File: src/rtl/s256_pkg.sv
package s256_pkg;

  localparam int unsigned WORDS = 16;

  typedef enum logic [2:0] {
    ST_IDLE,
    ST_PAD,
    ST_LOAD,
    ST_ROUND,
    ST_FIN,
    ST_OUT
  } state_t;

  typedef logic [7:0][31:0] work_t;
  typedef logic [3:0][3:0]  rd_addr_t;
  typedef logic [3:0][31:0] rd_data_t;

  typedef struct packed {
    logic       load;
    logic       sched;
    logic       step;
    logic [5:0] sidx;
  } rnd_ctl_t;

  localparam logic [31:0] IV [8] = '{
    32'h6a09e667, 32'hbb67ae85, 32'h3c6ef372, 32'ha54ff53a,
    32'h510e527f, 32'h9b05688c, 32'h1f83d9ab, 32'h5be0cd19
  };

  localparam logic [31:0] K [64] = '{
    32'h428a2f98, 32'h71374491, 32'hb5c0fbcf, 32'he9b5dba5,
    32'h3956c25b, 32'h59f111f1, 32'h923f82a4, 32'hab1c5ed5,
    32'hd807aa98, 32'h12835b01, 32'h243185be, 32'h550c7dc3,
    32'h72be5d74, 32'h80deb1fe, 32'h9bdc06a7, 32'hc19bf174,
    32'he49b69c1, 32'hefbe4786, 32'h0fc19dc6, 32'h240ca1cc,
    32'h2de92c6f, 32'h4a7484aa, 32'h5cb0a9dc, 32'h76f988da,
    32'h983e5152, 32'ha831c66d, 32'hb00327c8, 32'hbf597fc7,
    32'hc6e00bf3, 32'hd5a79147, 32'h06ca6351, 32'h14292967,
    32'h27b70a85, 32'h2e1b2138, 32'h4d2c6dfc, 32'h53380d13,
    32'h650a7354, 32'h766a0abb, 32'h81c2c92e, 32'h92722c85,
    32'ha2bfe8a1, 32'ha81a664b, 32'hc24b8b70, 32'hc76c51a3,
    32'hd192e819, 32'hd6990624, 32'hf40e3585, 32'h106aa070,
    32'h19a4c116, 32'h1e376c08, 32'h2748774c, 32'h34b0bcb5,
    32'h391c0cb3, 32'h4ed8aa4a, 32'h5b9cca4f, 32'h682e6ff3,
    32'h748f82ee, 32'h78a5636f, 32'h84c87814, 32'h8cc70208,
    32'h90befffa, 32'ha4506ceb, 32'hbef9a3f7, 32'hc67178f2
  };

  function automatic logic [31:0] bsig0(input logic [31:0] x);
    return {x[1:0], x[31:2]} ^ {x[12:0], x[31:13]} ^ {x[21:0], x[31:22]};
  endfunction

  function automatic logic [31:0] bsig1(input logic [31:0] x);
    return {x[5:0], x[31:6]} ^ {x[10:0], x[31:11]} ^ {x[24:0], x[31:25]};
  endfunction

  function automatic logic [31:0] ssig0(input logic [31:0] x);
    return {x[6:0], x[31:7]} ^ {x[17:0], x[31:18]} ^ {3'b000, x[31:3]};
  endfunction

  function automatic logic [31:0] ssig1(input logic [31:0] x);
    return {x[16:0], x[31:17]} ^ {x[18:0], x[31:19]} ^ {10'b0, x[31:10]};
  endfunction

endpackage

File: src/rtl/s256_wmem.sv
module s256_wmem (
  input  logic                clk,
  input  logic                we,
  input  logic [3:0]          waddr,
  input  logic [31:0]         wdata,
  input  s256_pkg::rd_addr_t  raddr,
  output s256_pkg::rd_data_t  rdata
);
  import s256_pkg::*;

  // two identical copies give four read ports for the message schedule
  logic [31:0] mem_a [WORDS];
  logic [31:0] mem_b [WORDS];

  always_ff @(posedge clk) begin
    if (we) begin
      mem_a[waddr] <= wdata;
      mem_b[waddr] <= wdata;
    end
    rdata[0] <= mem_a[raddr[0]];
    rdata[1] <= mem_a[raddr[1]];
    rdata[2] <= mem_b[raddr[2]];
    rdata[3] <= mem_b[raddr[3]];
  end

endmodule

File: src/rtl/s256_round.sv
module s256_round (
  input  logic                clk,
  input  s256_pkg::rnd_ctl_t  ctl,
  input  s256_pkg::work_t     h,
  input  s256_pkg::rd_data_t  rd,
  output logic [31:0]         wt,
  output s256_pkg::work_t     v
);
  import s256_pkg::*;

  logic [31:0] wk;
  logic [31:0] t1;
  logic [31:0] t2;

  // rd[0] = w[t-16] (w[t] for t < 16), rd[1] = w[t-15], rd[2] = w[t-7], rd[3] = w[t-2]
  always_comb begin
    if (ctl.sidx[5:4] == 2'b00) begin
      wt = rd[0];
    end else begin
      wt = rd[0] + ssig0(rd[1]) + rd[2] + ssig1(rd[3]);
    end
    t1 = v[7] + bsig1(v[4]) + ((v[4] & v[5]) ^ (~v[4] & v[6])) + wk;
    t2 = bsig0(v[0]) + ((v[0] & v[1]) ^ (v[0] & v[2]) ^ (v[1] & v[2]));
  end

  always_ff @(posedge clk) begin
    if (ctl.sched) begin
      wk <= wt + K[ctl.sidx];
    end
    if (ctl.load) begin
      v <= h;
    end else if (ctl.step) begin
      v[7] <= v[6];
      v[6] <= v[5];
      v[5] <= v[4];
      v[4] <= v[3] + t1;
      v[3] <= v[2];
      v[2] <= v[1];
      v[1] <= v[0];
      v[0] <= t1 + t2;
    end
  end

endmodule

File: src/rtl/sha256_stream_hasher.sv
// SHA-256 over a byte stream. Each transfer on the msg channel appends msg_byte when
// has_byte is set and closes the message when end_of_message is set; the eight digest
// words then leave on the digest channel, word 0 first, and the hasher starts a new
// message. Bytes are taken back to back while a block is filling. The 64th byte of a
// block starts a compression (load, 65 schedule/round steps, final add), during which
// msg_ready is low: one round unit runs one round a cycle, fed from the block memory.
// At end of message, padding writes one word a cycle up to the end of the block,
// then compresses; when the length does not fit, a second pad block and a second
// compression follow. The digest then takes eight transfers.
module sha256_stream_hasher (
  input  logic        clk,
  input  logic        rst,
  input  logic        msg_valid,
  output logic        msg_ready,
  input  logic [7:0]  msg_byte,
  input  logic        has_byte,
  input  logic        end_of_message,
  output logic        digest_valid,
  input  logic        digest_ready,
  output logic [31:0] digest_word,
  output logic [2:0]  word_index,
  output logic        last_word
);
  import s256_pkg::*;

  state_t      state;
  state_t      state_next;
  logic [5:0]  fill;
  logic [5:0]  fill_next;
  logic [23:0] part;
  logic [63:0] bitlen;
  logic [3:0]  widx;
  logic        mark_pend;
  logic        len_here;
  logic        pad_after;
  logic        mark_after;
  logic        final_blk;
  logic [6:0]  rnd;
  logic [2:0]  oidx;
  work_t       h;
  work_t       v;

  logic        msg_xfer;
  logic        byte_xfer;
  logic        blk_full;
  logic        dig_xfer;
  logic [31:0] pad_word;
  logic [31:0] wt;
  logic [5:0]  q;
  logic        we;
  logic [3:0]  waddr;
  logic [31:0] wdata;
  rd_addr_t    raddr;
  rd_data_t    rdata;
  rnd_ctl_t    ctl;

  assign msg_ready    = (state == ST_IDLE);
  assign digest_valid = (state == ST_OUT);
  assign msg_xfer     = msg_valid && msg_ready;
  assign byte_xfer    = msg_xfer && has_byte;
  assign blk_full     = byte_xfer && (fill == 6'd63);
  assign dig_xfer     = digest_valid && digest_ready;
  assign fill_next    = byte_xfer ? fill + 6'd1 : fill;

  assign digest_word = h[oidx];
  assign word_index  = oidx;
  assign last_word   = (oidx == 3'd7);

  always_comb begin
    if (mark_pend) begin
      case (fill[1:0])
        2'd0:    pad_word = 32'h8000_0000;
        2'd1:    pad_word = {part[7:0], 8'h80, 16'h0000};
        2'd2:    pad_word = {part[15:0], 8'h80, 8'h00};
        default: pad_word = {part[23:0], 8'h80};
      endcase
    end else if (len_here && widx == 4'd14) begin
      pad_word = bitlen[63:32];
    end else if (len_here && widx == 4'd15) begin
      pad_word = bitlen[31:0];
    end else begin
      pad_word = 32'h0;
    end
  end

  // reads for the next schedule step; none of these hits the word written this cycle
  always_comb begin
    q = (state == ST_LOAD) ? 6'd0 : rnd[5:0] + 6'd1;
    raddr[0] = q[3:0];
    raddr[1] = q[3:0] + 4'd1;
    raddr[2] = q[3:0] + 4'd9;
    raddr[3] = q[3:0] + 4'd14;
    ctl.load  = (state == ST_LOAD);
    ctl.sched = (state == ST_ROUND) && !rnd[6];
    ctl.step  = (state == ST_ROUND) && (rnd != 7'd0);
    ctl.sidx  = rnd[5:0];
  end

  always_comb begin
    we    = 1'b0;
    waddr = widx;
    wdata = pad_word;
    unique case (state)
      ST_IDLE: begin
        we    = byte_xfer && (fill[1:0] == 2'd3);
        waddr = fill[5:2];
        wdata = {part, msg_byte};
      end
      ST_PAD: begin
        we = 1'b1;
      end
      ST_ROUND: begin
        we    = ctl.sched && (rnd[5:4] != 2'b00);
        waddr = rnd[3:0];
        wdata = wt;
      end
      default: begin
        we = 1'b0;
      end
    endcase
  end

  s256_wmem u_mem (
    .clk   (clk),
    .we    (we),
    .waddr (waddr),
    .wdata (wdata),
    .raddr (raddr),
    .rdata (rdata)
  );

  s256_round u_rnd (
    .clk (clk),
    .ctl (ctl),
    .h   (h),
    .rd  (rdata),
    .wt  (wt),
    .v   (v)
  );

  always_comb begin
    state_next = state;
    unique case (state)
      ST_IDLE: begin
        if (blk_full) begin
          state_next = ST_LOAD;
        end else if (msg_xfer && end_of_message) begin
          state_next = ST_PAD;
        end
      end
      ST_PAD: begin
        if (widx == 4'd15) begin
          state_next = ST_LOAD;
        end
      end
      ST_LOAD: state_next = ST_ROUND;
      ST_ROUND: begin
        if (rnd == 7'd64) begin
          state_next = ST_FIN;
        end
      end
      ST_FIN: begin
        if (final_blk) begin
          state_next = ST_OUT;
        end else if (pad_after) begin
          state_next = ST_PAD;
        end else begin
          state_next = ST_IDLE;
        end
      end
      ST_OUT: begin
        if (dig_xfer && last_word) begin
          state_next = ST_IDLE;
        end
      end
      default: state_next = ST_IDLE;
    endcase
  end

  always_ff @(posedge clk) begin
    if (rst) begin
      state <= ST_IDLE;
    end else begin
      state <= state_next;
    end
  end

  always_ff @(posedge clk) begin
    if (rst) begin
      fill      <= 6'd0;
      bitlen    <= 64'd0;
      pad_after <= 1'b0;
      rnd       <= 7'd0;
      oidx      <= 3'd0;
      for (int j = 0; j < 8; j++) begin
        h[j] <= IV[j];
      end
    end else begin
      unique case (state)
        ST_IDLE: begin
          if (byte_xfer) begin
            bitlen <= bitlen + 64'd8;
            part   <= {part[15:0], msg_byte};
          end
          fill <= fill_next;
          if (blk_full) begin
            final_blk  <= 1'b0;
            pad_after  <= end_of_message;
            mark_after <= 1'b1;
          end else if (msg_xfer && end_of_message) begin
            widx      <= fill_next[5:2];
            mark_pend <= 1'b1;
            len_here  <= (fill_next[5:3] != 3'd7);
          end
        end
        ST_PAD: begin
          widx      <= widx + 4'd1;
          mark_pend <= 1'b0;
          if (widx == 4'd15) begin
            fill       <= 6'd0;
            final_blk  <= len_here;
            pad_after  <= !len_here;
            mark_after <= 1'b0;
          end
        end
        ST_LOAD: rnd <= 7'd0;
        ST_ROUND: rnd <= rnd + 7'd1;
        ST_FIN: begin
          for (int j = 0; j < 8; j++) begin
            h[j] <= h[j] + v[j];
          end
          oidx <= 3'd0;
          if (!final_blk && pad_after) begin
            widx      <= 4'd0;
            len_here  <= 1'b1;
            mark_pend <= mark_after;
            pad_after <= 1'b0;
          end
        end
        ST_OUT: begin
          if (dig_xfer) begin
            oidx <= oidx + 3'd1;
            if (last_word) begin
              fill   <= 6'd0;
              bitlen <= 64'd0;
              for (int j = 0; j < 8; j++) begin
                h[j] <= IV[j];
              end
            end
          end
        end
        default: begin
          rnd <= 7'd0;
        end
      endcase
    end
  end

endmodule

File: config.mk
export PLATFORM = sky130hd
export DESIGN_NAME = sha256_stream_hasher
export DESIGN_NICKNAME = d
export VERILOG_FILES = /design/src/rtl/s256_pkg.sv /design/src/rtl/s256_wmem.sv /design/src/rtl/s256_round.sv /design/src/rtl/sha256_stream_hasher.sv
export SDC_FILE = /design/constraint.sdc
export NUM_CORES = 2
export LEC_CHECK = 0
export BUFFER_PORTS_ARGS = -buffer_cell sky130_fd_sc_hd__buf_2
export CAP_MARGIN = 20
export CORE_MARGIN = 2
export CORE_UTILIZATION = 40
export CTS_CLUSTER_DIAMETER = 50
export DETAILED_ROUTE_END_ITERATION = 8
export HOLD_SLACK_MARGIN = 0.02
export PLACE_DENSITY = 0.52
export SLEW_MARGIN = 20
export SYNTH_ARGS = -nofsm -noshare
export SYNTH_HDL_FRONTEND = slang
export SYNTH_SLANG_ARGS = --single-unit
File: constraint.sdc
create_clock -name clk -period 22.8 [get_ports clk]
set_input_delay 4.56 -clock clk [delete_from_list [all_inputs] [get_ports clk]]
set_output_delay 4.56 -clock clk [all_outputs]
set_load 0.005 [all_outputs]
==> results.toml <==
[clock_network]
root_buffer = "clkbuf_16"
clk_pin_slew_ps = 60
cts.sinks = 1297
cts_buffer_depth = 3
numCtsBuffers = 192
worst_skew_pair.late_latency_ps = 870
h-tree-depth = 4
cts_resized = 0
cts_setup_buffers = 0
cts_tree = "done"
cts.hold.buffers_added = 0

[timing]
setup_viol = 0
relSlewSlack = 0.150
fin_worst_skew_ps = 53.2
timing.fmax_mhz = 122
tns_ps = 0
slew_viol_final = 0
rsz0062_at_grt = "false"
worstMarginPinSlew_ps = 1280
fin_crit_ps = 8210
fin_crit_sh = 0.360
final_hold_viol_count = 0

[finish]
layout_commonest_cell = "nand2_1"
fin_nets = 10100
final_core_utilization = 0.446
final_cell_mix = "nand2_1, edfxtp_1, a21oi_1"
area_delta_synth_final_pct = 11.1
postLayoutCellArea_um2 = 97800
layout.cells.non_filler = 12500
fillers = 21100
drive_gt1_frac = 0.0895

[setup_path]
worstPathCellList = "buf_4 > mux4_2 > mux2_2 > buf_2"
cp_max_fo = 35
critPathMaxStageDelay_ps = 820
worstPathArrival_ps = 3650
worstSetupPathType = "flop to output pin"
r2r_start = "u_rnd.v[140]$_DFFE_PP_"
cp.required_ps = 18240
end_kind = "output pin"
rrSetupSlack_ps = 14750
r2r_end = "u_rnd.v[159]$_DFFE_PP_"
r2r_cells = 23
startpoint_type = "flop"
crit_slowest_cell = "dfxtp_4"

[detailed_routing]
wire_per_inst_um = 27.5
wl_mm = 344
via_per_inst = 5.99
drc = 0
via_count = 74900
ant_nets = 0
firstDrtPassIters = 6
first_iter_violations = 7679

[grt]
antenna_found_initial = 9
grt_pass1_vias = 71900
grt_usage = 0.300
grt_max_degree = 193
grt_pass1_wl_mm = 498
grt-ovfl-total = 0

[yosys]
ys_ff_latch = 1297
synth_cell_types = 83
syn_nets = 10300
synth-seq-area-share = 0.389
yosys_warnings = 0
synth_cells = 9660
synthFlopType = "edfxtp_1"
avgSynthCellArea_um2 = 9.12
netlist_area_um2 = 88100
async_flop_share = 0
synth-edff-count = 832

[placed_design]
place_congestion = 1.00
dp_hpwl_mm = 242
placed_cell_area_um2 = 91100
port-buffer-count = 51
placedCellCount = 12100

[floorplan]
dieArea_um2 = 224000
rows = 172
chipWidth_um = 473
initial_core_util = 0.402
ios = 52
die_h_um = 473
core_area_um2 = 219000

[status]
status = "finished clean"

[min_path]
hp-start = "h[126]$_SDFFE_PP0P_"
hp-class = "flop to flop"
worstHoldPathCells = 2
min_to = "h[126]$_SDFFE_PP0P_"

[job]
drv_cap = 0
==> sequential cells by signal (all words and copies together), names as in the netlist, 6 cells and up <==
register	flops
bitlen	61
h	256
u_mem.rdata	128
rnd	7
u_mem.mem_b	416
u_rnd.v	256
u_rnd.wk	32
u_mem.mem_a	96
fill	6
part	24
==> layout make-up <==
class / instances / area [µm²] / area share
Antenna cell: 13 / 32.5 / 0.000333
Clock buffer: 237 / 5240 / 0.0536
Clock inverter: 129 / 1460 / 0.0149
Inverter: 400 / 1520 / 0.0155
Multi-Input combinational cell: 7371 / 50400 / 0.515
Sequential cell: 1297 / 34300 / 0.351
Tap cell: 2871 / 3590 / 0.0367
Timing Repair Buffer: 176 / 1260 / 0.0128
==> how the worst max path moves through the flow <==
stage	slack, ps	to	cells after the start	startpoint
2_1_floorplan	1990	u_rnd.v[0]$_DFFE_PP_	7	rnd[3]$_SDFFE_PP0N_
3_3_place_gp	14830	u_rnd.v[31]$_DFFE_PP_	32	u_rnd.v[141]$_DFFE_PP_
3_5_place_dp	14890	u_rnd.v[31]$_DFFE_PP_	27	u_rnd.v[140]$_DFFE_PP_
4_1_cts	14450	digest_word[12]	4	word_index[0]$_SDFFE_PP0P_
5_1_grt	14330	u_rnd.v[31]$_DFFE_PP_	27	u_rnd.v[140]$_DFFE_PP_
6_report	14590	digest_word[27]	4	word_index[0]$_SDFFE_PP0P_
==> metrics by stage <==
stage	worst slack, ps	hold WS, ps
2_1_floorplan	1990	450
3_3_place_gp	14830	482
3_5_place_dp	14890	476
6_report	14590	492
4_1_cts	14450	484
5_1_grt	14330	515
==> worst max-delay path, delay by kind of cell (launching register included) <==
kind | cells | cell delay [ps]
buffers and inverters | 2 | 890
DFF | 1 | 820
muxes | 2 | 970
==> cells in the mapped netlist, types with 56 or more instances <==
cell type,instances,share of area
nand2_1,2114,0.090
edfxtp_1,832,0.28
a21oi_1,614,0.035
nor2_1,547,0.023
clkbuf_1,518,0.022
dfxtp_1,465,0.11
xnor2_1,442,0.044
ha_1,433,0.062
o21ai_0,410,0.023
inv_1,396,0.017
nand3_1,348,0.020
xor2_1,213,0.021
a21o_1,206,0.018
mux4_2,197,0.050
and3_1,168,0.012
fa_1,166,0.038
o22ai_1,156,0.011
mux2i_1,153,0.017
a31oi_1,143,0.010
a311oi_1,113,0.011
a22oi_1,99,0.0084
nor3_1,76,0.0043
buf_1,74,0.0032
o21bai_1,66,0.0056
mux2_2,59,0.0075
o21a_1,56,0.0048
==> logic make-up (layout without fill, tap and decap cells) <==
group / Yosys count / in the layout / share of synthesized area
xor gates and xnor gates: 657 / 657 / 0.0657
muxes: 410 / 410 / 0.0755
buffers and inverters: 992 / 942 / 0.0423
DFF: 1297 / 1297 / 0.389
and+or+nand+nor: 3512 / 3512 / 0.169
other: 0 / 13 / 0
adders and majority gates: 622 / 622 / 0.102
AOI/OAI and AO/OA: 2170 / 2170 / 0.157
==> routing by layer <==
metal | track usage | share of wire | vias up
li1 | - | - | 34100
met1 | 0.370 | 0.40 | 37000
met2 | 0.509 | 0.48 | 3059
met3 | 0.0394 | 0.061 | 724
met4 | 0.160 | 0.060 | 4
met5 | 0 | 0.000081 | -
Power is not shown: default switching activity piles up to over one toggle a cycle in this logic, so the estimate is an artifact.
